File: src/hdl/spq_pkg.sv
// Shared types and constants for the stable sorted priority queue.
package spq_pkg;

  localparam int unsigned Depth      = 16;
  localparam int unsigned CountW     = $clog2(Depth + 1);
  localparam int unsigned ValueW     = 32;
  localparam int unsigned PrioW      = 16;
  localparam int unsigned EntryCntW  = 5;

  typedef enum logic [0:0] {
    OP_ENQUEUE = 1'b0,
    OP_DEQUEUE = 1'b1
  } op_t;

  typedef enum logic [1:0] {
    ST_OK    = 2'd0,
    ST_EMPTY = 2'd1,
    ST_FULL  = 2'd2
  } status_t;

  typedef struct packed {
    logic signed [ValueW-1:0] value;
    logic signed [PrioW-1:0]  prio;
  } entry_t;

  // Broadcast from the top level to every cell.
  typedef struct packed {
    logic   update;
    op_t    op;
    entry_t item;
  } cell_ctrl_t;

endpackage

File: src/hdl/stable_sorted_priority_queue.sv
// Top level of the stable sorted priority queue built as a chain of cells.
//
// Usage:
//   Slave channel (s_*): one beat per request. s_tuser carries the operation
//   (enqueue or dequeue); s_tdata carries value and priority, ignored on dequeue.
//   Master channel (m_*): exactly one result beat per request, in request order.
//   The result reports the popped entry, the head after the request, the
//   stored count and a status (ok, dequeue on empty, enqueue on full).
//   Entries sit in a row of cells sorted by descending priority; an enqueue
//   makes every cell compare against the newcomer in parallel and the row opens
//   a gap at the insertion point; a dequeue shifts the whole row one cell
//   toward the head. Equal priorities leave in arrival order.
//   Latency: the result beat is valid in the cycle after the request is taken.
//   Throughput: one request per cycle while the receiver takes each result, set
//   by the cell update and the one-deep output register.
//   Reset empties the queue (count to zero) and drops any pending result.
//   When the receiver stalls, the result holds in the output register and the
//   slave side accepts nothing more until it is taken.
module stable_sorted_priority_queue (
  input  logic         clk,
  input  logic         rst,
  input  logic         s_tvalid,
  output logic         s_tready,
  input  logic [47:0]  s_tdata,   // [31:0] item_value, [47:32] item_priority
  input  logic [0:0]   s_tuser,   // [0] operation
  output logic         m_tvalid,
  input  logic         m_tready,
  output logic [103:0] m_tdata,   // [31:0] popped_value, [47:32] popped_priority,
                                  // [79:48] head_value, [95:80] head_priority,
                                  // [100:96] entry_count, [103:101] zero
  output logic [2:0]   m_tuser    // [0] popped_valid, [2:1] status
);

  localparam int unsigned D = spq_pkg::Depth;

  logic [spq_pkg::CountW-1:0] count;
  logic [spq_pkg::CountW-1:0] count_next;
  logic                       accept;
  spq_pkg::cell_ctrl_t        ctrl;
  spq_pkg::status_t           status_next;
  logic                       is_full;
  logic                       is_empty;

  spq_pkg::entry_t cell_entry      [D];
  spq_pkg::entry_t cell_entry_next [D];
  logic            cell_keep       [D];

  // Output register.
  logic             out_valid;
  spq_pkg::entry_t  popped;
  logic             popped_valid;
  spq_pkg::entry_t  head;
  logic [spq_pkg::EntryCntW-1:0] entry_count;
  spq_pkg::status_t status;

  assign s_tready = !out_valid || m_tready;
  assign accept   = s_tvalid && s_tready;
  assign is_full  = (count == spq_pkg::CountW'(D));
  assign is_empty = (count == '0);

  // Decide status and whether the row moves this cycle.
  always_comb begin
    ctrl.op         = spq_pkg::op_t'(s_tuser[0]);
    ctrl.item.value = s_tdata[31:0];
    ctrl.item.prio  = s_tdata[47:32];
    ctrl.update     = 1'b0;
    status_next     = spq_pkg::ST_OK;
    count_next      = count;
    unique case (ctrl.op)
      spq_pkg::OP_ENQUEUE: begin
        if (is_full) begin
          status_next = spq_pkg::ST_FULL;
        end else begin
          ctrl.update = accept;
          count_next  = count + 1'b1;
        end
      end
      spq_pkg::OP_DEQUEUE: begin
        if (is_empty) begin
          status_next = spq_pkg::ST_EMPTY;
        end else begin
          ctrl.update = accept;
          count_next  = count - 1'b1;
        end
      end
      default: status_next = spq_pkg::ST_OK;
    endcase
  end

  // Row of cells; the head sits in cell 0.
  for (genvar i = 0; i < D; i++) begin : g_cell
    spq_pkg::entry_t prev_e;
    spq_pkg::entry_t next_e;
    logic            prev_k;
    logic            occ;

    assign occ = (spq_pkg::CountW'(i) < count);

    if (i == 0) begin : g_head
      assign prev_e = ctrl.item;
      assign prev_k = 1'b1;
    end else begin : g_body
      assign prev_e = cell_entry[i-1];
      assign prev_k = cell_keep[i-1];
    end

    if (i == D - 1) begin : g_tail
      assign next_e = cell_entry[i];
    end else begin : g_inner
      assign next_e = cell_entry[i+1];
    end

    spq_cell u_cell (
      .clk        (clk),
      .ctrl       (ctrl),
      .occupied   (occ),
      .prev_entry (prev_e),
      .prev_keep  (prev_k),
      .next_entry (next_e),
      .entry      (cell_entry[i]),
      .entry_next (cell_entry_next[i]),
      .keep       (cell_keep[i])
    );
  end

  // Count and result valid.
  always_ff @(posedge clk) begin
    if (rst) begin
      count     <= '0;
      out_valid <= 1'b0;
    end else begin
      if (accept) begin
        count <= count_next;
      end
      if (accept) begin
        out_valid <= 1'b1;
      end else if (m_tready) begin
        out_valid <= 1'b0;
      end
    end
  end

  // Result payload: capture the popped head and the head after the update.
  always_ff @(posedge clk) begin
    if (accept) begin
      popped_valid <= 1'b0;
      popped       <= '0;
      if (ctrl.op == spq_pkg::OP_DEQUEUE && !is_empty) begin
        popped_valid <= 1'b1;
        popped       <= cell_entry[0];
      end
      if (count_next == '0) begin
        head <= '0;
      end else begin
        head <= cell_entry_next[0];
      end
      entry_count <= spq_pkg::EntryCntW'(count_next);
      status      <= status_next;
    end
  end

  assign m_tvalid = out_valid;
  assign m_tdata  = {3'b000, entry_count, head.prio, head.value,
                     popped.prio, popped.value};
  assign m_tuser  = {status, popped_valid};

  // Checks.
  a_count_bound: assert property (@(posedge clk) disable iff (rst)
    count <= spq_pkg::CountW'(D))
    else $error("stored count exceeds depth");

  a_pop_ok: assert property (@(posedge clk) disable iff (rst)
    (out_valid && popped_valid) |-> (status == spq_pkg::ST_OK))
    else $error("popped entry reported with error status");

  a_enq_count: assert property (@(posedge clk) disable iff (rst)
    (accept && ctrl.op == spq_pkg::OP_ENQUEUE && !is_full) |=> (count == $past(count) + 1'b1))
    else $error("enqueue did not grow the count");

  a_empty_head: assert property (@(posedge clk) disable iff (rst)
    (out_valid && entry_count == '0 && spq_pkg::Depth < 32) |-> (head == '0))
    else $error("head not zero on empty queue");

endmodule

File: src/hdl/spq_cell.sv
// One slot of the sorted chain: holds an entry and shifts with its neighbors.
module spq_cell (
  input  logic               clk,
  input  spq_pkg::cell_ctrl_t ctrl,
  input  logic               occupied,
  input  spq_pkg::entry_t    prev_entry,
  input  logic               prev_keep,
  input  spq_pkg::entry_t    next_entry,
  output spq_pkg::entry_t    entry,
  output spq_pkg::entry_t    entry_next,
  output logic               keep
);

  // Stay put on enqueue when this entry ranks ahead of or level with the newcomer.
  assign keep = occupied && (entry.prio >= ctrl.item.prio);

  always_comb begin
    entry_next = entry;
    if (ctrl.update) begin
      unique case (ctrl.op)
        spq_pkg::OP_ENQUEUE: begin
          if (keep) begin
            entry_next = entry;
          end else if (prev_keep) begin
            entry_next = ctrl.item;
          end else begin
            entry_next = prev_entry;
          end
        end
        spq_pkg::OP_DEQUEUE: entry_next = next_entry;
        default:             entry_next = entry;
      endcase
    end
  end

  always_ff @(posedge clk) begin
    entry <= entry_next;
  end

endmodule

File: config.mk
export PLATFORM = sky130hd
export DESIGN_NAME = stable_sorted_priority_queue
export DESIGN_NICKNAME = d
export VERILOG_FILES = /design/src/hdl/spq_pkg.sv /design/src/hdl/stable_sorted_priority_queue.sv /design/src/hdl/spq_cell.sv
export SDC_FILE = /design/constraint.sdc
export NUM_CORES = 2
export LEC_CHECK = 0
export ABC_AREA = 1
export BUFFER_PORTS_ARGS = -buffer_cell sky130_fd_sc_hd__buf_2
export CAP_MARGIN = 20
export CELL_PAD_IN_SITES_DETAIL_PLACEMENT = 0
export CELL_PAD_IN_SITES_GLOBAL_PLACEMENT = 1
export CORE_MARGIN = 4
export CORE_UTILIZATION = 52
export CTS_CLUSTER_DIAMETER = 120
export CTS_CLUSTER_SIZE = 20
export DETAILED_ROUTE_END_ITERATION = 6
export PLACE_DENSITY_LB_ADDON = 0.1
export SLEW_MARGIN = 0
export SYNTH_ARGS = -nofsm -noshare
export SYNTH_HDL_FRONTEND = slang
export SYNTH_SLANG_ARGS = --single-unit
File: constraint.sdc
create_clock -name clk -period 14.4 [get_ports clk]
set_input_delay 2.16 -clock clk [delete_from_list [all_inputs] [get_ports clk]]
set_output_delay 2.16 -clock clk [all_outputs]
set_load 0.005 [all_outputs]
# --- Yosys cells after proc, flatten, opt, wreduce, memory -nomap -nowiden ---
# Index checks and enable logic that the tools add are counted.
totals:
  ff_bits: 878
  latch_bits: 0
  n_memories: 0
  mem_bits_ro: 0
  input_bits: 53
  out_inout_bits: 109
  mem_bits_rw: 0
  elab_cells: 191
op_classes:
  n_eq_ne: 16
  n_reduce_logical: 39
  div: 0
  n_bitwise: 1
  shifts: 0
  add_sub_neg: 2
  multipliers: 0
  magnitude_cmp: 32
  muxes: 60
ops:
  columns: ["cell", "count"]
  rows:
  - ["two-way mux 48 bit", 33]
  - ["case mux 48 bit (2 select lines)", 15]
  - [">= comparator 16 bit", 16]
  - ["< comparator 4 x 5 -> 1 bit, first input constant", 8]
  - ["inequality test 2 bit, second input constant", 15]
  - ["AND reduction 2 bit", 14]
  - ["< comparator 3 x 5 -> 1 bit, first input constant", 4]
  - ["logical AND 1 bit", 18]
  - ["zero test 5 bit", 2]
  - ["< comparator 1 x 5 -> 1 bit, first input constant", 2]
  - ["< comparator 2 x 5 -> 1 bit, first input constant", 2]
  - ["two-way mux 5 bit", 2]
  - ["case mux 5 bit (2 select lines)", 1]
  - ["two-way mux 1 bit", 6]
  - ["adder 5 x 1 -> 5 bit, second input constant", 1]
  - ["== test 5 bit, second input constant", 1]
  - ["subtractor 5 x 1 -> 5 bit, second input constant", 1]
  - ["case mux 2 bit (2 select lines)", 1]
  - ["AND reduction 3 bit", 1]
  - ["zero test 1 bit", 2]
  - ["two-way mux 2 bit", 1]
  - ["case mux 1 bit (2 select lines)", 1]
  - ["nonzero test 2 bit", 1]
  - ["logical OR 1 bit", 1]
  - ["inverter 1 bit", 1]

# --- Depth between registers and ports, before layout ---
depth:
  depth_word: 6
  ltp_mapped: 18
  mapped_depth_nobuf: 16

# --- Cells and area by module ---
# From an unflattened synthesis, not the netlist that was laid out.
unflattened:
  cells_unflattened: 10271
  hier_area_um2: 63682.3
by_module_without_submodules:
  columns: ["module", "instances", "area_each_um2", "seq_area_each_um2", "cells_each"]
  rows:
  - ["spq_cell at g_cell[1].u_cell ...", 9, 3692.3, 960.9, 616]
  - ["spq_cell at g_cell[0].u_cell ...", 7, 3687.3, 960.9, 614]
  - ["stable_sorted_priority_queue", 1, 4640.7, 3243.1, 429]

# --- Least setup slack after synthesis ---
# No wires, ideal clock.
synth_path:
  path_kind: "input -> register"
  startpoint: "input port m_tready"
  endpoint: "register g_cell[11].u_cell.entry[0] (netlist bit), enable pin"
  path_buffers: 2
  arrival_time_ps: 6318
  t_required_ps: 13998
  setup_time_ps: 402
  cell_stages: 10
  path_slack_ps: 7680
  path_cell_list: "inv_1 nand2_1 nand2_1 inv_1 nand2_4 inv_2 buf_6 buf_1 o21ai_0 inv_1"
synth_via:
  elab_chain_cells: 5
  word_cells_on_any_way: 6
  classes_between: "mux: 3; reduce/logical: 3"
synth_rtl:
  columns: ["item", "line_no", "source"]
  rows:
  - ["from (decl)", "stable_sorted_priority_queue.sv:27", "input logic m_tready,"]
  - ["logical OR 1 bit (*)", "stable_sorted_priority_queue.sv:56", "assign s_tready = !out_valid || m_tready;"]
  - ["named net s_tready", "stable_sorted_priority_queue.sv:23", "output logic s_tready,"]
  - ["logical AND 1 bit (*)", "stable_sorted_priority_queue.sv:57", "assign accept = s_tvalid && s_tready;"]
  - ["named net accept", "stable_sorted_priority_queue.sv:38", "logic accept;"]
  - ["two-way mux 1 bit, on equally long branches", "stable_sorted_priority_queue.sv:79, stable_sorted_priority_queue.sv:71", null]
  - ["case mux 1 bit (2 select lines) (*)", "stable_sorted_priority_queue.sv:69", "unique case (ctrl.op)"]
  - ["AND reduction 2 bit (no source line) (*)", null, null]
  - ["to (signal assigned)", "spq_cell.sv:37", "entry <= entry_next;"]
  - ["to (decl)", "spq_cell.sv:9", "output spq_pkg::entry_t entry,"]
# The timed path passes the listed nets; every way through them passes the cells marked *.
# A chain may end at the register's enable or synchronous reset.

# --- Final worst setup path ---
layout_path:
  startpoint: "input port s_tuser"
  endpoint: "register g_cell[11].u_cell.entry[2] (netlist bit), data pin"
layout_via:
  elab_chain_cells: 2
layout_rtl:
  columns: ["item", "line_no", "source"]
  rows:
  - ["from (decl)", "stable_sorted_priority_queue.sv:25", "input logic [0:0] s_tuser,"]
  - ["inverter 1 bit (no source line)", null, null]
  - ["case mux 48 bit (2 select lines) (*)", "spq_cell.sv:20", "unique case (ctrl.op)"]
# Mark *: on every way between the ends. The rest lies on a longest branch, timed or not.

==> metrics.md <==
| Metric | Value |
|---|---|
| Drt drc | 0 |
| Worst relative slew slack | roughly 16% |
| Number of cells upsized or downsized after cts | 0 |
| Vias in the first global route | approximately 39000 |
| Share of the clock period used by the worst path | around 47% |
| Routed wire per std cell | 18.4 um |
| Maximum root-to-sink buffer count | 3 |
| HPWL reported at the end of detailed placement | ~94000 um |
| Multi-input logic area | 21400 um2 |
| Number of buffers inserted for hold repair after clock tree synthesis | 0 |
| Number of antenna violations at the first check in global routing | 0 |
| Worst slack at placement | roughly 7 ns |
| Number of standard cells after synthesis | 6348 |
| Number of nets in the layout | ~6500 |
| TritonCTS clock tree | built |
| Width of the die | 325 um |
| Pin count of the biggest net entering global routing | 306 |
| R2R depth | 13 |
| Setup repair after global routing missed its margin | false |
| Min-Delay Path Class | flop to flop |
| Highest attainable clock frequency | 0.147 GHz |
| End-of-flow core utilization | a little over half |
| Smallest setup slack after layout | 7.60 ns |
| Initial core utilization | a little over half |
| Weighted congestion at the end of routability-driven global placement | about 0.84 |
| Dominant cells by area after synthesis | sky130_fd_sc_hd__edfxtp_1, sky130_fd_sc_hd__nand3_1, sky130_fd_sc_hd__nand2_1 |
| Cell taking the most area after synthesis | sky130_fd_sc_hd__edfxtp_1 |
| Clock-pin slew on the worst setup and hold paths | around 0.09 ns |
| Post-route setup TNS | 0 ns |
| Detailed Route WL | approximately 140000 um |
| Terminus of the critical flop-to-flop path | g_cell[4].u_cell.entry[41] |
| Number of buffers added for setup after CTS | 0 |
| Via Count | between 40000 and 50000 |
| Count of boundary I/O pins | 162 |
| Endpoint type of the worst setup path | flop |
| CP required | roughly 15 ns |
| Via/cell ratio | approximately 5.6 |
| Final global-route overflow total | 0 |
| Time the final worst path needs with I/O delays and setup | approximately 7 ns |
| Fraction of synthesized cell area taken by the top area cell type | 47.3% |
| Max IR drop VDD | a little over 90 uV |
| GRT Max-Usage Layer | met1 |
| Leakage power summed over all cells | 0.0246 uW |
| Post-route non-filler standard cell count | between 7000 and 8000 |
| GR met3 Demand/Resource | ~3.3% |
| Number of optimization iterations in the first detailed-route pass | 5 |
| Yosys synthesis warning count | 0 |
| Slew Viols, Final | 0 |
| Synthesized area per cell | ~8.2 um2 |
| Power per standard cell area | around 130 nW/um2 |
| Placed Cells incl. Taps | 7427 |
| Proportion of layout cells with a drive suffix above 1 | between 6 and 7% |
| Start-to-end type of the worst setup path | input port to flop |
| Capture endpoint of the worst hold path | g_cell[0].u_cell.entry[33] |
| Outcome | finished, final reports clean |
| Area of the mapped netlist | about 52000 um2 |
| Global-route wire length before repair | between 200000 and 250000 um |
| Area occupied by registers | 25800 um2 |
| Setup violation total in the final timing report | 0 |
| Hold path depth | 2 |
| Max capacitance violation total | 0 |
| Yosys reg bits | slightly below 900 |
| Routing usage on met2 | approximately two fifths |
| Total routing resource utilization after global routing | around 26% |
| Worst skew pair latency | between 0.6 and 0.7 ns |
| Layout overhead on the synthesized area | 4.96% |
| Worst endpoint data arrival time | slightly above 7 ns |
| Count of different cell masters after synthesis | 43 |
| Number of hold violations in the final report | 0 |
| Max Clock Skew | 0.0255 ns |
| Startpoint class of the critical path | input port |
| Row count | between 100 and 150 |
| Slack of the worst reg-to-reg path | approximately 10 ns |
| Maximum fanout count along the critical path | roughly 300 |
| HP Start | g_cell[0].u_cell.entry[33] |
| Total CTS buffers | 49 |
| Worst reg2reg path startpoint | count[4] |
| Clk root buf | sky130_fd_sc_hd__clkbuf_16 |
| Die Y | about 330 um |
| Number of H-tree branching levels | 2 |
| Routed Antenna Nets | 0 |
| Sequential share of the synthesized area | 49.4% |
| Pin slew with the least headroom to its limit | between 1 and 1.5 ns |
| Sink Count | between 800 and 900 |
| Placeable core region | roughly 100000 um2 |
| Floorplan die area | between 100000 and 150000 um2 |
| Diode count | 0 |
| Iteration-0 DRC Markers | approximately 4400 |
| Met1 routing resource usage after global routing | between 30% and 40% |
| Number of port buffers | between 150 and 200 |
| Fill count | around 9300 |
state kept, by name, summed over array words and instances (netlist names):
register,cells
count,5
entry_count,5
g_cell.u_cell.entry,768
m_tdata,96
m_tvalid,1
popped_valid,1
status,2
cell families (layout without fill, tap and decap cells):
family / count (synthesis) / count (layout) / synth area share [%]
simple gates: 2958 / 2958 / 24.8
buf+inv: 1273 / 1135 / 9.83
compound gates: 976 / 976 / 9.72
flops: 878 / 878 / 49.4
fa+ha+maj: 259 / 259 / 6.20
xor+xnor: 3 / 3 / 0.0647
other cells: 1 / 3 / 0.00718
final cells by class:
type | instances | area share [%]
tap | 1298 | 2.96
timing repair buffer | 238 | 2.73
sequential | 878 | 47.1
clock buffer | 78 | 2.49
clock inverter | 2 | 0.0661
multi-input combinational | 4199 | 39.1
inverter | 817 | 5.62
worst max-delay path: stages:
cell and delay, ns:
sky130_fd_sc_hd__clkbuf_8 0.41, sky130_fd_sc_hd__inv_8 0.75, sky130_fd_sc_hd__buf_4 0.65, sky130_fd_sc_hd__buf_4 0.84
sky130_fd_sc_hd__buf_12 0.75, sky130_fd_sc_hd__buf_4 0.85, sky130_fd_sc_hd__o21ai_0 0.22
cell usage after synthesis:
| library cell | number |
|---|---|
| sky130_fd_sc_hd__nand2_2 | 2 |
| sky130_fd_sc_hd__o21ai_0 | 632 |
| sky130_fd_sc_hd__o21ai_2 | 16 |
| sky130_fd_sc_hd__o221ai_1 | 1 |
| sky130_fd_sc_hd__o21ai_1 | 79 |
| sky130_fd_sc_hd__nand2_4 | 3 |
| sky130_fd_sc_hd__nand3_1 | 1308 |
| sky130_fd_sc_hd__buf_4 | 18 |
| sky130_fd_sc_hd__a21oi_2 | 20 |
| sky130_fd_sc_hd__o21bai_1 | 1 |
| sky130_fd_sc_hd__a21o_1 | 5 |
| sky130_fd_sc_hd__o31ai_1 | 1 |
| sky130_fd_sc_hd__nor2_4 | 1 |
| sky130_fd_sc_hd__clkinv_1 | 2 |
| sky130_fd_sc_hd__nand3b_1 | 15 |
| sky130_fd_sc_hd__nand2_1 | 1481 |
| sky130_fd_sc_hd__xor2_1 | 2 |
| sky130_fd_sc_hd__nor3_1 | 8 |
| sky130_fd_sc_hd__nor4_1 | 1 |
| sky130_fd_sc_hd__a31o_2 | 1 |
| sky130_fd_sc_hd__inv_1 | 806 |
| sky130_fd_sc_hd__nor3_2 | 1 |
| sky130_fd_sc_hd__edfxtp_1 | 824 |
| sky130_fd_sc_hd__buf_6 | 14 |
| sky130_fd_sc_hd__nor2_2 | 7 |
| sky130_fd_sc_hd__buf_2 | 145 |
| sky130_fd_sc_hd__nor2_1 | 109 |
| sky130_fd_sc_hd__clkbuf_1 | 252 |
| sky130_fd_sc_hd__o211ai_1 | 1 |
| sky130_fd_sc_hd__a31oi_1 | 5 |
| sky130_fd_sc_hd__xor2_2 | 1 |
| sky130_fd_sc_hd__buf_1 | 27 |
| sky130_fd_sc_hd__nor3_4 | 1 |
| sky130_fd_sc_hd__inv_4 | 1 |
| sky130_fd_sc_hd__a21oi_1 | 204 |
| sky130_fd_sc_hd__nand3_2 | 3 |
| sky130_fd_sc_hd__inv_2 | 8 |
| sky130_fd_sc_hd__ha_1 | 259 |
| sky130_fd_sc_hd__nand4_1 | 18 |
| sky130_fd_sc_hd__a32o_1 | 1 |
| sky130_fd_sc_hd__dfxtp_1 | 54 |
| sky130_fd_sc_hd__conb_1 | 1 |
| sky130_fd_sc_hd__o21a_1 | 9 |
worst max-delay path by stage:
stage,from,endpoint,cells after the start
CTS,s_tuser,g_cell[11].u_cell.entry[2],7
finish,s_tuser,g_cell[11].u_cell.entry[2],7
floorplan,m_tready,g_cell[11].u_cell.entry[0],10
detailed placement,s_tuser,g_cell[11].u_cell.entry[2],7
global route,s_tuser,g_cell[8].u_cell.entry[0],7
global placement,s_tuser,g_cell[10].u_cell.entry[5],7
where the power goes:
part           internal, uW  total (uW)  switching [uW]
Clock                   657        1530             875
Sequential             3310        3460             142
Combinational           614        2100            1490
cells in the final DEF (no fill, tap or decap), drive strengths merged, types with 8 or more instances in the layout:
cell       n
nand2   1486
nand3   1311
edfxtp   824
inv      811
o21ai    727
ha       259
buf      237
a21oi    224
nor2     117
clkbuf    79
dfxtp     54
nand4     18
nand3b    15
nor3      10
o21a       9
clkinv     8
per-layer routing:
metal  wire length [um]  vias to the layer above  share of wire (%)
li1                   -                    21030                  -
met5                  0                        -                  0
met2              58300                     1324                 42
met4               2070                        0                1.5
met3               9290                      119                6.7
met1              68300                    19297                 49
metrics by stage:
step | hold slack [ns] | instance area (um2) | total power, uW
final | 0.509 | 54900 | 7090
after global routing | 0.538 | 54900 | 7540
after CTS | 0.505 | 54800 | 7120
after detailed placement | 0.484 | 53400 | 5600
after global placement | 0.478 | 53300 | 5550
after floorplan | 0.461 | 52300 | 5020
Note: power is estimated with default switching activity, not from simulation.
